--- src/design/hvl_pkg.sv ---
// HAVAL engine package: shared types, constants, round tables and boolean functions.
// Used by every module of the engine; depends on nothing.
`default_nettype none
package hvl_pkg;

    localparam int unsigned NUM_WORDS = 32;
    localparam int unsigned WIDX_W    = 5;
    localparam logic [7:0]  PAD_BYTE  = 8'h01;
    localparam logic [6:0]  PAD_LIMIT = 7'd118;
    localparam int unsigned DEF_PASSES = 3;
    localparam int unsigned DEF_SEL    = 4;

    // Configuration register indexes.
    localparam logic [0:0] REG_PASS   = 1'b0;
    localparam logic [0:0] REG_DIGEST = 1'b1;

    typedef enum logic [3:0] {
        ST_IDLE,
        ST_LOAD,
        ST_ROUND,
        ST_FEED,
        ST_PADBYTE,
        ST_FOLD,
        ST_EMIT,
        ST_WAIT
    } hvl_state_t;

    // Commands from controller to datapath.
    typedef struct packed {
        logic       wr_byte;    // write byte_val at position pos
        logic [7:0] byte_val;
        logic       cnt_add;    // add 8 to the bit counter
        logic       load_work;  // copy chain into work registers
        logic       round;      // run one round
        logic [2:0] pass_idx;
        logic [4:0] round_idx;
        logic       feed;       // add work registers to chain
        logic       fold;
        logic       restart;
        logic       latch_len;
    } hvl_cmd_t;

    typedef struct packed {
        logic [6:0] pos;        // byte position in the block
        logic [63:0] len;       // latched message length
    } hvl_stat_t;

    localparam logic [31:0] IV [8] = '{
        32'h243F6A88, 32'h85A308D3, 32'h13198A2E, 32'h03707344,
        32'hA4093822, 32'h299F31D0, 32'h082EFA98, 32'hEC4E6C89};

    localparam logic [31:0] RCONST [4][32] = '{
      '{32'h452821E6,32'h38D01377,32'hBE5466CF,32'h34E90C6C,32'hC0AC29B7,32'hC97C50DD,
        32'h3F84D5B5,32'hB5470917,32'h9216D5D9,32'h8979FB1B,32'hD1310BA6,32'h98DFB5AC,
        32'h2FFD72DB,32'hD01ADFB7,32'hB8E1AFED,32'h6A267E96,32'hBA7C9045,32'hF12C7F99,
        32'h24A19947,32'hB3916CF7,32'h0801F2E2,32'h858EFC16,32'h636920D8,32'h71574E69,
        32'hA458FEA3,32'hF4933D7E,32'h0D95748F,32'h728EB658,32'h718BCD58,32'h82154AEE,
        32'h7B54A41D,32'hC25A59B5},
      '{32'h9C30D539,32'h2AF26013,32'hC5D1B023,32'h286085F0,32'hCA417918,32'hB8DB38EF,
        32'h8E79DCB0,32'h603A180E,32'h6C9E0E8B,32'hB01E8A3E,32'hD71577C1,32'hBD314B27,
        32'h78AF2FDA,32'h55605C60,32'hE65525F3,32'hAA55AB94,32'h57489862,32'h63E81440,
        32'h55CA396A,32'h2AAB10B6,32'hB4CC5C34,32'h1141E8CE,32'hA15486AF,32'h7C72E993,
        32'hB3EE1411,32'h636FBC2A,32'h2BA9C55D,32'h741831F6,32'hCE5C3E16,32'h9B87931E,
        32'hAFD6BA33,32'h6C24CF5C},
      '{32'h7A325381,32'h28958677,32'h3B8F4898,32'h6B4BB9AF,32'hC4BFE81B,32'h66282193,
        32'h61D809CC,32'hFB21A991,32'h487CAC60,32'h5DEC8032,32'hEF845D5D,32'hE98575B1,
        32'hDC262302,32'hEB651B88,32'h23893E81,32'hD396ACC5,32'h0F6D6FF3,32'h83F44239,
        32'h2E0B4482,32'hA4842004,32'h69C8F04A,32'h9E1F9B5E,32'h21C66842,32'hF6E96C9A,
        32'h670C9C61,32'hABD388F0,32'h6A51A0D2,32'hD8542F68,32'h960FA728,32'hAB5133A3,
        32'h6EEF0B6C,32'h137A3BE4},
      '{32'hBA3BF050,32'h7EFB2A98,32'hA1F1651D,32'h39AF0176,32'h66CA593E,32'h82430E88,
        32'h8CEE8619,32'h456F9FB4,32'h7D84A5C3,32'h3B8B5EBE,32'hE06F75D8,32'h85C12073,
        32'h401A449F,32'h56C16AA6,32'h4ED3AA62,32'h363F7706,32'h1BFEDF72,32'h429B023D,
        32'h37D0D724,32'hD00A1248,32'hDB0FEAD3,32'h49F1C09B,32'h075372C9,32'h80991B7B,
        32'h25D479D8,32'hF6E8DEF7,32'hE3FE501A,32'hB6794C3B,32'h976CE0BD,32'h04C006BA,
        32'hC1A94FB6,32'h409F60C4}};

    localparam logic [4:0] WORD_ORDER [4][32] = '{
      '{5'd5,5'd14,5'd26,5'd18,5'd11,5'd28,5'd7,5'd16,5'd0,5'd23,5'd20,5'd22,5'd1,5'd10,
        5'd4,5'd8,5'd30,5'd3,5'd21,5'd9,5'd17,5'd24,5'd29,5'd6,5'd19,5'd12,5'd15,5'd13,
        5'd2,5'd25,5'd31,5'd27},
      '{5'd19,5'd9,5'd4,5'd20,5'd28,5'd17,5'd8,5'd22,5'd29,5'd14,5'd25,5'd12,5'd24,5'd30,
        5'd16,5'd26,5'd31,5'd15,5'd7,5'd3,5'd1,5'd0,5'd18,5'd27,5'd13,5'd6,5'd21,5'd10,
        5'd23,5'd11,5'd5,5'd2},
      '{5'd24,5'd4,5'd0,5'd14,5'd2,5'd7,5'd28,5'd23,5'd26,5'd6,5'd30,5'd20,5'd18,5'd25,
        5'd19,5'd3,5'd22,5'd11,5'd31,5'd21,5'd8,5'd27,5'd12,5'd9,5'd1,5'd29,5'd5,5'd15,
        5'd17,5'd10,5'd16,5'd13},
      '{5'd27,5'd3,5'd21,5'd26,5'd17,5'd11,5'd20,5'd29,5'd19,5'd0,5'd12,5'd7,5'd13,5'd8,
        5'd31,5'd10,5'd5,5'd9,5'd14,5'd30,5'd18,5'd6,5'd28,5'd24,5'd2,5'd23,5'd16,5'd22,
        5'd4,5'd1,5'd25,5'd15}};

    localparam logic [2:0] ARG_MAP [3][5][7] = '{
      '{'{3'd1,3'd0,3'd3,3'd5,3'd6,3'd2,3'd4},'{3'd4,3'd2,3'd1,3'd0,3'd5,3'd3,3'd6},
        '{3'd6,3'd1,3'd2,3'd3,3'd4,3'd5,3'd0},'{3'd0,3'd0,3'd0,3'd0,3'd0,3'd0,3'd0},
        '{3'd0,3'd0,3'd0,3'd0,3'd0,3'd0,3'd0}},
      '{'{3'd2,3'd6,3'd1,3'd4,3'd5,3'd3,3'd0},'{3'd3,3'd5,3'd2,3'd0,3'd1,3'd6,3'd4},
        '{3'd1,3'd4,3'd3,3'd6,3'd0,3'd2,3'd5},'{3'd6,3'd4,3'd0,3'd5,3'd2,3'd1,3'd3},
        '{3'd0,3'd0,3'd0,3'd0,3'd0,3'd0,3'd0}},
      '{'{3'd3,3'd4,3'd1,3'd0,3'd5,3'd2,3'd6},'{3'd6,3'd2,3'd1,3'd0,3'd3,3'd4,3'd5},
        '{3'd2,3'd6,3'd0,3'd4,3'd3,3'd1,3'd5},'{3'd1,3'd5,3'd3,3'd2,3'd0,3'd4,3'd6},
        '{3'd2,3'd5,3'd0,3'd6,3'd4,3'd3,3'd1}}};

    // Clamp the pass count to three..five.
    function automatic logic [2:0] eff_passes(input logic [2:0] p);
        logic [2:0] r;
        begin
            r = p;
            if (p < 3'd3) r = 3'd3;
            if (p > 3'd5) r = 3'd5;
            return r;
        end
    endfunction

    function automatic logic [2:0] eff_sel(input logic [2:0] s);
        return (s > 3'd4) ? 3'd4 : s;
    endfunction

    function automatic logic [31:0] bool_fn(input logic [2:0] f, input logic [31:0] x6,
        input logic [31:0] x5, input logic [31:0] x4, input logic [31:0] x3,
        input logic [31:0] x2, input logic [31:0] x1, input logic [31:0] x0);
        logic [31:0] r;
        begin
            case (f)
                3'd0: r = (x1&x4)^(x2&x5)^(x3&x6)^(x0&x1)^x0;
                3'd1: r = (x1&x2&x3)^(x2&x4&x5)^(x1&x2)^(x1&x4)^(x2&x6)^(x3&x5)^
                          (x4&x5)^(x0&x2)^x0;
                3'd2: r = (x1&x2&x3)^(x1&x4)^(x2&x5)^(x3&x6)^(x0&x3)^x0;
                3'd3: r = (x1&x2&x3)^(x2&x4&x5)^(x3&x4&x6)^(x1&x4)^(x2&x6)^(x3&x4)^
                          (x3&x5)^(x3&x6)^(x4&x5)^(x4&x6)^(x0&x4)^x0;
                default: r = (x1&x4)^(x2&x5)^(x3&x6)^(x0&x1&x2&x3)^(x0&x5)^x0;
            endcase
            return r;
        end
    endfunction

endpackage
`default_nettype wire

--- src/design/hvl_ctrl.sv ---
// HAVAL controller: sequences byte intake, compression, padding, folding and word output.
// Depends on hvl_pkg; commands hvl_datapath.
`default_nettype none
module hvl_ctrl
    import hvl_pkg::*;
(
    input  wire logic        clk,
    input  wire logic        rst_n,
    input  wire logic        in_valid,
    output logic             in_ready,
    input  wire logic [7:0]  in_byte,
    input  wire logic        in_present,
    input  wire logic        in_last,
    input  wire logic [2:0]  passes,
    input  wire logic [2:0]  sel,
    input  wire hvl_stat_t   stat,
    output hvl_cmd_t         cmd,
    output logic             out_valid,
    input  wire logic        out_ready,
    output logic [2:0]       out_idx,
    output logic             out_last
);

    hvl_state_t state_reg, state_next;
    logic [2:0] pass_reg, pass_next;
    logic [4:0] rnd_reg, rnd_next;
    logic       fin_reg, fin_next;      // finishing the message
    logic [3:0] pad_reg, pad_next;      // trailer byte index, 0 means padding zone
    logic [2:0] oidx_reg, oidx_next;
    logic       first_reg, first_next;  // next pad byte is the 0x01 marker
    logic [7:0] pad_byte;
    logic [9:0] fpt;
    logic [2:0] nlast;

    assign fpt = 10'd128 + {2'd0, sel, 5'd0};
    assign nlast = 3'd3 + sel;
    assign out_idx = oidx_reg;
    assign out_last = (oidx_reg == nlast);

    // Byte to append in the padding sequence.
    always_comb
    begin
        pad_byte = 8'd0;
        if (first_reg)
            pad_byte = PAD_BYTE;
        else if (pad_reg == 4'd1)
            pad_byte = {fpt[1:0], passes, 3'd1};
        else if (pad_reg == 4'd2)
            pad_byte = fpt[9:2];
        else if (pad_reg >= 4'd3)
            pad_byte = stat.len[8 * (pad_reg - 4'd3) +: 8];
    end

    // Next state.
    always_comb
    begin
        state_next = state_reg;
        pass_next = pass_reg;
        rnd_next = rnd_reg;
        fin_next = fin_reg;
        pad_next = pad_reg;
        oidx_next = oidx_reg;
        first_next = first_reg;
        case (state_reg)
            ST_IDLE:
            begin
                if (in_valid)
                begin
                    fin_next = in_last;
                    first_next = 1'b1;
                    pad_next = 4'd0;
                    if (in_present && stat.pos == 7'd127)
                        state_next = ST_LOAD;
                    else if (in_last)
                        state_next = ST_PADBYTE;
                    else
                        state_next = ST_WAIT;
                end
            end
            ST_WAIT:
                state_next = ST_IDLE;
            ST_LOAD:
            begin
                pass_next = '0;
                rnd_next = '0;
                state_next = ST_ROUND;
            end
            ST_ROUND:
            begin
                rnd_next = rnd_reg + 5'd1;
                if (rnd_reg == 5'd31)
                begin
                    pass_next = pass_reg + 3'd1;
                    if (pass_reg + 3'd1 == passes)
                        state_next = ST_FEED;
                end
            end
            ST_FEED:
            begin
                if (!fin_reg)
                    state_next = ST_IDLE;
                else if (pad_reg == 4'd11)
                    state_next = ST_FOLD;
                else
                    state_next = ST_PADBYTE;
            end
            ST_PADBYTE:
            begin
                first_next = 1'b0;
                if (pad_reg != 4'd0 || stat.pos == PAD_LIMIT - 7'd1 || (first_reg &&
                    stat.pos == PAD_LIMIT - 7'd1))
                    pad_next = pad_reg + 4'd1;
                if (stat.pos == 7'd127)
                    state_next = ST_LOAD;
                else if (pad_reg == 4'd10)
                begin
                    pad_next = 4'd11;
                    state_next = ST_FOLD;
                end
            end
            ST_FOLD:
            begin
                oidx_next = '0;
                state_next = ST_EMIT;
            end
            ST_EMIT:
            begin
                if (out_ready)
                begin
                    oidx_next = oidx_reg + 3'd1;
                    if (oidx_reg == nlast)
                        state_next = ST_IDLE;
                end
            end
            default:
                state_next = ST_IDLE;
        endcase
    end

    // Outputs.
    always_comb
    begin
        cmd = '0;
        in_ready = 1'b0;
        out_valid = 1'b0;
        cmd.pass_idx = pass_reg;
        cmd.round_idx = rnd_reg;
        case (state_reg)
            ST_IDLE:
            begin
                in_ready = 1'b1;
                if (in_valid && in_present)
                begin
                    cmd.wr_byte = 1'b1;
                    cmd.byte_val = in_byte;
                    cmd.cnt_add = 1'b1;
                end
            end
            ST_LOAD:
                cmd.load_work = 1'b1;
            ST_ROUND:
                cmd.round = 1'b1;
            ST_FEED:
                cmd.feed = 1'b1;
            ST_PADBYTE:
            begin
                if (first_reg)
                    cmd.latch_len = 1'b1;
                cmd.wr_byte = 1'b1;
                cmd.byte_val = pad_byte;
                cmd.cnt_add = 1'b1;
            end
            ST_FOLD:
                cmd.fold = 1'b1;
            ST_EMIT:
            begin
                out_valid = 1'b1;
                if (out_ready && oidx_reg == nlast)
                    cmd.restart = 1'b1;
            end
            default:
            begin
            end
        endcase
    end

    always_ff @(posedge clk or negedge rst_n)
    begin
        if (!rst_n)
        begin
            state_reg <= ST_IDLE;
            pass_reg <= '0;
            rnd_reg <= '0;
            fin_reg <= 1'b0;
            pad_reg <= '0;
            oidx_reg <= '0;
            first_reg <= 1'b0;
        end
        else
        begin
            state_reg <= state_next;
            pass_reg <= pass_next;
            rnd_reg <= rnd_next;
            fin_reg <= fin_next;
            pad_reg <= pad_next;
            oidx_reg <= oidx_next;
            first_reg <= first_next;
        end
    end

endmodule
`default_nettype wire

--- config.mk ---
export PLATFORM = sky130hd
export DESIGN_NAME = hvl_ctrl
export DESIGN_NICKNAME = d
export VERILOG_FILES = /design/src/design/hvl_pkg.sv /design/src/design/hvl_ctrl.sv
export SDC_FILE = /design/constraint.sdc
export NUM_CORES = 1
export LEC_CHECK = 0
export BUFFER_PORTS_ARGS = -buffer_cell sky130_fd_sc_hd__buf_2
export CAP_MARGIN = 30
export CORE_MARGIN = 10
export CORE_UTILIZATION = 31
export CTS_CLUSTER_SIZE = 24
export DETAILED_ROUTE_END_ITERATION = 10
export PLACE_DENSITY = 0.65
export SLEW_MARGIN = 20
export SYNTH_ARGS = -nofsm -noshare
export SYNTH_HDL_FRONTEND = slang
export SYNTH_SLANG_ARGS = --single-unit
--- constraint.sdc ---
create_clock -name clk -period 3 [get_ports clk]
set_clock_uncertainty 0.05 [all_clocks]
set_input_delay 0.3 -clock clk [delete_from_list [all_inputs] [get_ports clk]]
set_output_delay 0.3 -clock clk [all_outputs]
set_load 0.02 [all_outputs]
==> results of run 1 <==
## area by class of cell
cell class / count / area, µm²
Tap cell: 80 / 100.1
Inverter: 6 / 22.52
Sequential cell: 20 / 500.5
Clock inverter: 1 / 30.03
Timing Repair Buffer: 126 / 648.1
Multi-Input combinational cell: 182 / 1518
Clock buffer: 3 / 41.29
Fill cell: 666 / 3859
## cell families after synthesis
kind of cell | Yosys count | synth area share
adders and majority gates | 9 | 0.05326
and+or+nand+nor | 86 | 0.2290
xor gates and xnor gates | 11 | 0.05207
muxes | 17 | 0.1793
buffers and inverters | 20 | 0.04675
AOI/OAI and AO/OA | 59 | 0.2030
DFF | 20 | 0.2367
## through the flow
| step | util | area, µm² |
|---|---|---|
| detailed placement | 0.4132 | 2776 |
| global route | 0.4257 | 2860 |
| global placement | 0.4132 | 2776 |
| finish | 0.4257 | 2860 |
| CTS | 0.4253 | 2858 |
| floorplan | - | 2115 |
## worst paths after layout
path	start	end	slack [ns]	cells after the start
max	pad_reg[0]	cmd[21]	0.21	7
min	out_ready	out_idx[1]	0.29	3
max reg2reg	pad_reg[0]	pad_reg[2]	1.07	5
min reg2reg	fin_reg	fin_reg	0.47	2
max in group asynchronous	rst_n	out_idx[2]	2.11	2
min in group asynchronous	rst_n	pass_reg[2]	0.46	2
## cell usage in the layout (no fill, tap or decap), types with 2 or more instances in the layout
cell type / instances
a22o_1: 7
a211o_1: 2
nand2_1: 24
nand4b_1: 2
and3b_1: 2
a31o_2: 4
xor2_1: 4
ha_1: 8
a32o_1: 6
mux4_1: 2
nand2b_1: 2
mux4_2: 14
dfrtp_1: 20
clkbuf_8: 3
a21o_1: 2
nor2_1: 12
xnor2_1: 6
a22oi_1: 2
and2_1: 2
nand4_1: 3
nor3b_1: 2
nor2b_1: 3
inv_1: 6
buf_4: 5
nand3_1: 13
buf_2: 120
o21ai_0: 18
nand3b_1: 5
and3_1: 4
a21oi_1: 5
## routing by layer
metal,GRT usage,part of all wire,vias to the layer above
met5,0,0,-
li1,-,-,1095
met2,0.2448,0.51,71
met4,0.03471,0.012,0
met3,0.02748,0.073,6
met1,0.1704,0.41,1043
## report_power, final
part / internal, µW / switching [µW] / total (µW)
combinational: 849 / 966 / 1810
clock: 178 / 89.3 / 267
sequential: 365 / 173 / 537
## timing repair
action | CTS | global route
hold buffers | 1 | 0
endpoints found under the hold margin | 20 | 0
gates resized for setup | 0 | 1
setup endpoints to repair | 0 | 6
## worst min-delay path, cell delays in order
cell and delay, ns:
buf_2 0.13, nand3_1 0.08, nand2_1 0.05
==> impl_metrics.py, run 1 <==
metrics = {
    "routing": {
        "vias": 2215,
        "wl_um": 7498,
        "viasPerCell": 5.299,
        "remaining_drc_errors": 0,
        "first_iter_violations": 188,
        "ant_nets": 0,
        "drtPass1Iterations": 4,
        "avgRoutedWirePerCell_um": 17.94,
    },
    "yosys": {
        "yosys_warnings": 0,
        "synth-seq-area-share": 0.2367,
        "synth-edff-count": 0,
        "synth_common_cells": "24 x nand2_1, 20 x dfrtp_1, 18 x o21ai_0",
        "synthTopCellsByArea": "dfrtp_1 24%, mux4_2 15%, ha_1 5.3%, o21ai_0 4.3%, nand2_1 4.3%",
        "ys_types": 58,
        "synthesis.nets": 322,
        "postSynthCellCount": 222,
        "synth_top_cell_area_share": 0.2367,
        "synth.avg_cell_area_um2": 9.525,
        "synth_top_area_cell": "dfrtp_1",
        "synth_top_flop_cell": "dfrtp_1",
        "async_flop_share": 1.000,
        "synth_most_common_cell": "nand2_1",
        "syn_area_mm2": 0.002115,
        "ys_ff_latch": 20,
    },
    "grt": {
        "grt_pass1_vias": 2306,
        "grt_pass1_wl_um": 11790,
        "grt.total_usage": 0.1397,
        "grt_overflow": 0,
        "antenna_found_initial": 0,
        "grt_max_degree": 21,
    },
    "final_layout": {
        "diodes": 0,
        "largest_reg_flops": 5,
        "area_growth_pct": 35.27,
        "final_cells": 418,
        "drive_gt1_frac": 0.4586,
        "final_nets": 439,
    },
    "setup_path": {
        "startpoint_type": "flop",
        "path_cells": "buf_4 > ha_1 > or3b_4 > and3_1 > a32o_1 > a31o_1 > buf_2",
        "crit_buf_inv": 2,
        "cp_slowest_cell": "or3b_4",
        "critPathTopFamily": "simple AND/OR/NAND/NOR gates",
        "crit_required_ns": 2.65,
        "crit_fanout": 13,
        "endpoint_kind": "output port",
        "worstPathArrival_ns": 2.44,
        "crit_type": "reg -> out",
        "critPathMaxStageDelay_ns": 0.46,
    },
    "floorplanning": {
        "start_util": 0.3147,
        "fp.coreArea_mm2": 0.006719,
        "die_area_mm2": 0.01052,
        "dieHeight_um": 102.6,
        "die_w_um": 102.6,
        "ios": 121,
        "placementRows": 30,
    },
    "sta": {
        "slew_headroom": 0.5824,
        "whs_ns": 0.2850,
        "rsz0062_at_grt": "no",
        "fin_ws_ns": 0.2145,
        "tns_ns": 0,
        "worst_pin_slew_ns": 0.6177,
        "setup_violations": 0,
        "max_freq_ghz": 0.3590,
        "maxSlewViolCount": 0,
        "hold_viol": 0,
        "fin_crit_sh": 0.9285,
        "min_period_ns": 2.786,
    },
    "cts": {
        "cts_sinks": 20,
        "cts_buffers": 3,
        "postCtsSetupBuffers": 0,
        "root_buffer": "clkbuf_8",
        "clk_path_buf_depth": 2,
        "clkLatencyLatePin_ns": 0.26,
        "cts_tree": "built",
        "cts_htree_levels": 1,
        "clk_pin_slew_ns": 0.07,
    },
    "place": {
        "dpl.cell_count": 413,
        "hpwl_um": 6323,
        "place_ws_ns": 0.3647,
        "io_buffers": 120,
        "gp_congestion": 0.8186,
    },
    "pwr": {
        "leakagePower_uw": 0.001416,
        "power_uw": 2620,
        "p_per_area_mw_per_mm2": 915.9,
        "peakVddDrop_uv": 354.4,
    },
    "worst_hold_path": {
        "hold_class": "in -> reg",
    },
    "outcome": {
        "status": "complete, no violations",
    },
    "flow_run": {
        "cap_viol_max_count": 0,
    },
}
Note: power is estimated with default switching activity, not from simulation.
==> inputs of run 2 (changes only) <==
--- a/config.mk
+++ b/config.mk
@@ -11,6 +11,7 @@
 export CORE_UTILIZATION = 31
 export CTS_CLUSTER_SIZE = 24
 export DETAILED_ROUTE_END_ITERATION = 10
+export GPL_ROUTABILITY_DRIVEN = 0
 export PLACE_DENSITY = 0.65
 export SLEW_MARGIN = 20
 export SYNTH_ARGS = -nofsm -noshare
==> constraint.sdc (replaced) <==
create_clock -name clk -period 3 [get_ports clk]
set_clock_uncertainty 0.05 [all_clocks]
set_input_delay 0.15 -clock clk [delete_from_list [all_inputs] [get_ports clk]]
set_output_delay 0.15 -clock clk [all_outputs]
set_load 0.02 [all_outputs]
==> run 2 against run 1 <==
  * Core utilization fell by 0.28 points
  * Sequential cell count is the same
  * Via count increased by 2.1%
  * First-iteration DRC count grew 4.3%
  * Die area stayed put
  * Clock power is 20% lower
  * Worst hold slack worse by 0.16 ns
  * Critical endpoint is now cmd[17]
  * Sequential share of layout area grew 0.12 points
  * Wire length rose by 1.0%
  * Fmax decreased by 1.4%
  * Critical path type unchanged
  * Sequential power up 0.7%
==> impl_metrics.py, run 2 (synthesis results as in run 1) <==
metrics = {
    "setup_path": {
        "cp-endpoint": "cmd[17]",
        "critPathLaunch": "pad_reg[1]",
        "r2r-start": "state_reg[1]",
        "startpoint_type": "flop",
        "path_cells": "inv_1 > ha_1 > mux4_1 > a22o_1 > a32o_1 > buf_2",
        "cp_slowest_cell": "ha_1",
        "crit_type": "reg -> out",
        "critPathMaxStageDelay_ns": 0.72,
        "timing.rr.end": "rnd_reg[0]",
        "r2r_cells": 4,
        "endpoint_kind": "output port",
        "crit_required_ns": 2.80,
        "worstPathArrival_ns": 2.63,
        "crit_fanout": 17,
        "r2r_slack_ns": 0.96,
    },
    "cts": {
        "cts_sinks": 20,
        "cts_tree": "built",
        "clkLatencyLatePin_ns": 0.26,
        "cts-resized-gates": 0,
        "root_buffer": "clkbuf_8",
        "clk_pin_slew_ns": 0.08,
        "cts_buffers": 3,
        "cts_htree_levels": 1,
        "clk_path_buf_depth": 2,
    },
    "worst_hold_path": {
        "hold_class": "in -> reg",
    },
    "sta": {
        "min_period_ns": 2.826,
        "worst_pin_slew_ns": 0.6553,
        "setup_violations": 0,
        "fin_ws_ns": 0.1738,
        "rsz0062_at_grt": "no",
        "tns_ns": 0,
        "maxSlewViolCount": 0,
        "whs_ns": 0.1244,
        "fin_crit_sh": 0.9421,
        "slew_headroom": 0.5622,
        "max_freq_ghz": 0.3538,
        "hold_viol": 0,
    },
    "routing": {
        "ant_nets": 0,
        "wl_um": 7576,
        "first_iter_violations": 196,
        "vias": 2262,
        "avgRoutedWirePerCell_um": 18.12,
        "remaining_drc_errors": 0,
        "viasPerCell": 5.411,
        "drtPass1Iterations": 4,
    },
    "floorplanning": {
        "placementRows": 30,
        "dieHeight_um": 102.6,
        "die_area_mm2": 0.01052,
        "die_w_um": 102.6,
        "fp.coreArea_mm2": 0.006719,
        "ios": 121,
        "start_util": 0.3147,
    },
    "final_layout": {
        "drive_gt1_frac": 0.4556,
        "largest_reg_flops": 5,
        "area_growth_pct": 34.38,
        "final_cell_mix": "120 x buf_2, 24 x nand2_1, 20 x dfrtp_1",
        "diodes": 0,
        "final_common_cell": "buf_2",
        "final_nets": 439,
    },
    "pwr": {
        "peakVddDrop_uv": 318.0,
        "leakagePower_uw": 0.001410,
        "p_per_area_mw_per_mm2": 901.0,
        "power_uw": 2560,
    },
    "grt": {
        "grt_pass1_vias": 2276,
        "grt_overflow": 0,
        "grt_pass1_wl_um": 11710,
        "grt.total_usage": 0.1377,
        "antenna_found_initial": 0,
        "grt_max_degree": 21,
    },
    "place": {
        "hpwl_um": 6331,
        "io_buffers": 120,
        "place_ws_ns": 0.4658,
    },
    "flow_run": {
        "cap_viol_max_count": 0,
    },
    "outcome": {
        "status": "complete, no violations",
    },
}
## run 2: changes by cell type in the layout (fill, tap and decap cells not counted)
| cell | previous run | this run |
|---|---|---|
| ha_1 | 8 | 9 |
| bufinv_16 | 1 | 0 |
| clkbuf_8 | 3 | 4 |
| ha_2 | 1 | 0 |
## run 2: layer usage
layer / routed length (µm) / up-vias / track usage
li1: - / 1094 / -
met2: 3906 / 71 / 0.2414
met1: 3125 / 1093 / 0.1695
met3: 498 / 4 / 0.03016
met5: 0 / - / 0
met4: 46 / 0 / 0.02495
## run 2: power by group
group / total [µW] / switching [µW] / internal [µW]
Clock: 214 / 97.5 / 117
Combinational: 1800 / 961 / 844
Sequential: 541 / 177 / 364
## run 2: worst min-delay path by stage
stage	depth (start not counted)	slack, ns	startpoint	to
after global routing	3	0.14	in_last	fin_reg
final	3	0.12	in_last	fin_reg
after floorplan	0	-0.20	rst_n	fin_reg
after detailed placement	1	0.09	rst_n	pass_reg[0]
after CTS	3	0.12	out_ready	out_idx[1]
after global placement	1	0.08	rst_n	pass_reg[2]
## run 2: cell type report
cell class              count  area [µm²]
repair buffers            126       648.1
fillers                   676        3877
inverters                   6       22.52
flip-flops and latches     20       500.5
well taps                  80       100.1
multi-input cells         182        1515
clock buffers               4       55.05
## run 2: critical path: cells and delay by family (launching register included)
kind / cells / cell delay [ns]
DFF: 1 / 0.44
muxes: 1 / 0.41
AOI/OAI and AO/OA: 2 / 0.52
adders and majority gates: 1 / 0.72
buffers and inverters: 2 / 0.26
## run 2: what timing repair did
action,4_1_cts,5_1_grt
setup endpoints to repair,0,0
hold endpoints to repair,20,0
hold buffers,1,0
setup buffers,0,0
## run 2: metrics by stage
stage	cell area, µm²	instances	utilization
after global routing	2841	418	0.4229
after detailed placement	2776	413	0.4132
after CTS	2841	418	0.4229
final	2841	418	0.4229
after global placement	2776	413	0.4132
after floorplan	2115	222	-
